==> src/hdl/mia_pkg.sv <==
package mia_pkg;

  localparam int MAX_DIM   = 4;
  localparam int FRAC_BITS = 16;
  localparam int ELEM_W    = 32;
  localparam int NUM_W     = ELEM_W + FRAC_BITS;
  localparam int CNT_W     = $clog2(NUM_W);

  localparam logic signed [ELEM_W-1:0] ONE_FX  = ELEM_W'(1) << FRAC_BITS;
  localparam logic signed [ELEM_W-1:0] MAX_FX  = {1'b0, {(ELEM_W-1){1'b1}}};
  localparam logic signed [ELEM_W-1:0] MIN_FX  = {1'b1, {(ELEM_W-1){1'b0}}};

  // Configuration register indexes.
  localparam logic CFG_DIM    = 1'b0;
  localparam logic CFG_THRESH = 1'b1;

  // Result of the iterative divider.
  typedef struct packed {
    logic             done;
    logic             neg;
    logic [NUM_W-1:0] mag;
  } div_res_t;

  function automatic logic signed [ELEM_W-1:0] sat32(logic signed [63:0] v);
    logic signed [ELEM_W-1:0] r;
    if (v > 64'(MAX_FX)) r = MAX_FX;
    else if (v < 64'(MIN_FX)) r = MIN_FX;
    else r = v[ELEM_W-1:0];
    return r;
  endfunction

  function automatic logic [2:0] eff_dim(logic [2:0] d);
    logic [2:0] r;
    if (d == 3'd0) r = 3'd1;
    else if (d > 3'(MAX_DIM)) r = 3'(MAX_DIM);
    else r = d;
    return r;
  endfunction

  function automatic logic [MAX_DIM-1:0] row_mask(logic [2:0] n);
    logic [MAX_DIM-1:0] m;
    for (int c = 0; c < MAX_DIM; c++) m[c] = (3'(c) < n);
    return m;
  endfunction

  // The k highest columns below n, leaving out column l.
  function automatic logic [MAX_DIM-1:0] col_set(logic [2:0] n, logic [2:0] l,
                                                 logic [2:0] k);
    logic [MAX_DIM-1:0] s;
    logic [2:0]         cnt;
    s   = '0;
    cnt = '0;
    for (int c = MAX_DIM - 1; c >= 0; c--) begin
      if (3'(c) < n && 3'(c) != l && cnt < k) begin
        s[c] = 1'b1;
        cnt  = cnt + 3'd1;
      end
    end
    return s;
  endfunction

  function automatic logic [1:0] low_col(logic [MAX_DIM-1:0] s);
    logic [1:0] idx;
    idx = '0;
    for (int c = MAX_DIM - 1; c >= 0; c--) begin
      if (s[c]) idx = 2'(c);
    end
    return idx;
  endfunction

  function automatic logic [2:0] pop4(logic [MAX_DIM-1:0] s);
    logic [2:0] p;
    p = '0;
    for (int c = 0; c < MAX_DIM; c++) p = p + 3'(s[c]);
    return p;
  endfunction

endpackage

==> src/hdl/mia_div.sv <==
module mia_div (
  input  logic                               clk_i,
  input  logic                               rst_ni,
  input  logic                               start_i,
  input  logic signed [mia_pkg::NUM_W-1:0]   num_i,
  input  logic signed [mia_pkg::ELEM_W-1:0]  den_i,
  output mia_pkg::div_res_t                  res_o
);
  import mia_pkg::*;

  logic              run_q, run_d;
  logic              done_q, done_d;
  logic              neg_q, neg_d;
  logic [CNT_W-1:0]  cnt_q, cnt_d;
  logic [ELEM_W:0]   rem_q, rem_d;
  logic [NUM_W-1:0]  quo_q, quo_d;
  logic [ELEM_W-1:0] den_q, den_d;
  logic [ELEM_W:0]   trial;

  // Restoring division on magnitudes, one quotient bit per cycle.
  always_comb begin
    run_d  = run_q;
    done_d = 1'b0;
    neg_d  = neg_q;
    cnt_d  = cnt_q;
    rem_d  = rem_q;
    quo_d  = quo_q;
    den_d  = den_q;
    trial  = {rem_q[ELEM_W-1:0], quo_q[NUM_W-1]};
    if (start_i) begin
      run_d = 1'b1;
      cnt_d = '0;
      rem_d = '0;
      neg_d = num_i[NUM_W-1] ^ den_i[ELEM_W-1];
      quo_d = num_i[NUM_W-1] ? NUM_W'(-num_i) : NUM_W'(num_i);
      den_d = den_i[ELEM_W-1] ? ELEM_W'(-den_i) : ELEM_W'(den_i);
    end else if (run_q) begin
      if (trial >= {1'b0, den_q}) begin
        rem_d = trial - {1'b0, den_q};
        quo_d = {quo_q[NUM_W-2:0], 1'b1};
      end else begin
        rem_d = trial;
        quo_d = {quo_q[NUM_W-2:0], 1'b0};
      end
      cnt_d = cnt_q + CNT_W'(1);
      if (cnt_q == CNT_W'(NUM_W - 1)) begin
        run_d  = 1'b0;
        done_d = 1'b1;
      end
    end
  end

  always_ff @(posedge clk_i or negedge rst_ni) begin
    if (!rst_ni) begin
      run_q  <= 1'b0;
      done_q <= 1'b0;
      cnt_q  <= '0;
    end else begin
      run_q  <= run_d;
      done_q <= done_d;
      cnt_q  <= cnt_d;
    end
  end

  always_ff @(posedge clk_i) begin
    neg_q <= neg_d;
    rem_q <= rem_d;
    quo_q <= quo_d;
    den_q <= den_d;
  end

  assign res_o.done = done_q;
  assign res_o.neg  = neg_q;
  assign res_o.mag  = quo_q;

endmodule

==> config.mk <==
export PLATFORM = sky130hd
export DESIGN_NAME = mia_div
export DESIGN_NICKNAME = d
export VERILOG_FILES = /design/src/hdl/mia_pkg.sv /design/src/hdl/mia_div.sv
export SDC_FILE = /design/constraint.sdc
export NUM_CORES = 1
export LEC_CHECK = 0
export CAP_MARGIN = 20
export CORE_MARGIN = 4
export CORE_UTILIZATION = 41
export DETAILED_ROUTE_END_ITERATION = 8
export DONT_BUFFER_PORTS = 1
export SLEW_MARGIN = 20
export SYNTH_ARGS = -nofsm -noshare
export SYNTH_HDL_FRONTEND = slang
export SYNTH_SLANG_ARGS = --single-unit
==> constraint.sdc <==
create_clock -name clk_i -period 3.3 [get_ports clk_i]
set_input_delay 0.33 -clock clk_i [delete_from_list [all_inputs] [get_ports clk_i]]
set_output_delay 0.33 -clock clk_i [all_outputs]
set_load 0.02 [all_outputs]
==> reports/metrics.cfg <==
[global_routing]
gr-total-overflow=0
grt_pass1_wl_mm=33.5
antenna_found_initial=0
grt_pass1_vias=6456
track_usage_pct=18.8
grt_max_degree=142

[sta]
setup_viol=0
tns_ns=0
period_share_pct=92.0
min_period_ns=3.04
maxSlewViolCount=0
worst_slew_pin_slew_ns=0.977
hold_violations=0
timing.slew.headroom_pct=34.7
max_freq_mhz=329
rsz0062_at_grt=false
finClkSkew_ns=0.00952

[die]
die_area_sq_mm=0.0223
core_area_sq_mm=0.0196
die-height_microns=149
num_rows=51
die_w_microns=149
ioPinCount=133
initial_core_util_pct=41.8

[setup_path]
slowest_stage=a211oi_1
path_common_cell=o31ai_1
cp.required_ns=3.62
path_cells=inv_1, ha_1, fa_1, nor2b_1, o21bai_1, a21oi_1, o31ai_1, buf_4, a211oi_1, o2111a_1, o31ai_1, a311oi_1
startpoint=quo_q[47]
crit_path_end_kind=flop
critPathMaxFanout=4
start_kind=flop
r2r-start=quo_q[47]
slowest_delay_ns=0.52
worstSetupPathType=reg -> reg
r2r.worst_path.cells=12
cp.arrival_ns=3.35

[cells_and_area]
multiInputGateArea_sq_mm=0.00455
fill_cells=1871
final_common_cell=nor2_1
regArea_sq_mm=0.00327
nets=1008
insertedDiodeCount=0
most-common-layout-cells=nor2_1 (99), a21oi_1 (84), edfxtp_1 (81), nand2_1 (63), xor2_1 (61)
fin_cells=1167
drive_above_1_share_pct=6.76
fin_util_pct=46.1
area_growth_syn_to_layout_pct=10.3

[power_and_ir_drop]
irDropWorstVdd_mv=0.367
p_per_area_mw_per_mm2=684
power.leakage_nw=3.59
total_power_mw=6.18

[run_status]
outcome=complete, no violations

[synth]
synth_ff_type=edfxtp_1
synthArstFlopShare_pct=6.61
ys_ff_latch=121
avgSynthCellArea_sq_um=9.15
post_synth_inst_count=895
syn_area_sq_mm=0.00819
synth_top_area_share_pct=29.7
yosys_warnings=0
synth_nets=1014
synth_edf_count=81
yosys.area.top_type=edfxtp_1
synth_area_leaders=edfxtp_1 (30%), dfxtp_1 (7.8%), xor2_1 (6.5%)
seq_area_frac_synth_pct=40.0
synthDistinctLibCells=68

[clock_network]
clockBufferDepth=2
numCtsBuffers=17
cts_setup_buffers=0
clk_latency_ns=0.42
clock_sinks=121
htreeDepth=4
clockRootBuffer=clkbuf_16
cts_tree=yes
cts.clk_slew.worst_paths_ns=0.05

[place]
dp_hpwl_mm=14.8
port_buffers=0
dp_cells=1130
place_congestion=0.848

[detailed_routing]
ant_nets=0
drt-initial-drc-count=468
dr.pass1.iters=5
met1_length_mm=8.69
vias_per_cell=5.58
drt_drc_violations_left=0
dr_wl_met3_mm=1.49
wl_per_cell_microns=17.6
vias=6514
postRouteWirelength_mm=20.5
route.met2.wl_mm=9.90
highest-signal-layer=met4

[run]
cap_violations=0

[worst_hold_path]
hold_depth=0
min_path_type=in -> reg
hold_start=start_i

==> metrics by stage <==
stage	worst slack (ns)	hold slack [ns]	instance area [sq um]
2_1_floorplan	0.574	0.0344	8190
3_3_place_gp	0.378	0.0346	8430
3_5_place_dp	0.352	0.0346	8430
4_1_cts	0.318	0.0176	9030
5_1_grt	0.0843	0.0193	9040
6_report	0.265	0.0447	9040
==> Yosys cell counts, types with 4 or more instances <==
master    instances
o41ai_1           8
a211oi_1         22
buf_1             4
nand3_1          14
nand2_1          63
ha_1             35
nor4_1            8
or3_1            10
xnor2_1          45
dfrtp_1           8
xor2_1           61
o31ai_1          24
or4_1             8
mux2i_1          18
nand4_1           9
a21o_1           13
nor2_1           99
a21oi_1          84
o21a_1            5
a311oi_1          5
and3_1           18
nor2b_1           7
clkbuf_1         31
inv_1            51
o21bai_1          4
dfxtp_1          32
edfxtp_1         81
o21ai_0          48
nand2b_1          6
nor3_1           11
==> power by group <==
group          switching, mW  internal [mW]
sequential             0.304           1.93
combinational           1.22          0.950
clock                  0.670           1.11
total                   2.19           3.99
==> cell families after synthesis <==
family,synth area share [%]
multiplexers,2.34
buffers and inverters,4.55
AND/OR/NAND/NOR,16.4
adder cells (fa/ha/maj),5.59
XOR/XNOR,11.3
flip-flops,40.0
AO/OA/AOI/OAI,19.9
==> layer usage <==
metal  vias up  GRT usage, %
met5         -             0
met4         0          6.04
met3        30          7.02
met2       162          31.0
met1      3058          22.7
li1       3264             -
==> flip-flops by register name, indices dropped and copies added, names as in the netlist <==
register and cells:
cnt_q 6, den_q 32, done_q 1, neg_q 1, quo_q 48, rem_q 32, run_q 1
==> worst max-delay path, delay by kind of cell, from the launching register on <==
| family | cells | cell delay [ns] |
|---|---|---|
| compound gates | 7 | 1.57 |
| fa+ha+maj | 2 | 0.63 |
| buf+inv | 2 | 0.22 |
| flops | 1 | 0.34 |
| simple gates | 1 | 0.18 |
==> timing repair <==
| action | 4_1_cts | 5_1_grt |
|---|---|---|
| gates resized for setup | 0 | 0 |
| hold endpoints to repair | 30 | 1 |
| hold buffers | 4 | 1 |
==> worst paths after layout <==
path                             end  slack, ns
max                        rem_q[28]       0.26
min                         den_q[9]       0.04
min in group asynchronous     done_q       0.27
min reg2reg                rem_q[19]       0.50
max reg2reg                rem_q[28]       0.26
max in group asynchronous   cnt_q[5]       2.76
==> layout make-up <==
type | count | share of cell area [%]
Multi-Input combinational cell | 682 | 50.3
Sequential cell | 121 | 36.2
Clock buffer | 24 | 5.44
Tap cell | 265 | 3.67
Inverter | 51 | 2.13
Timing Repair Buffer | 16 | 1.47
Clock inverter | 8 | 0.789
(Power assumes the default switching activity.)
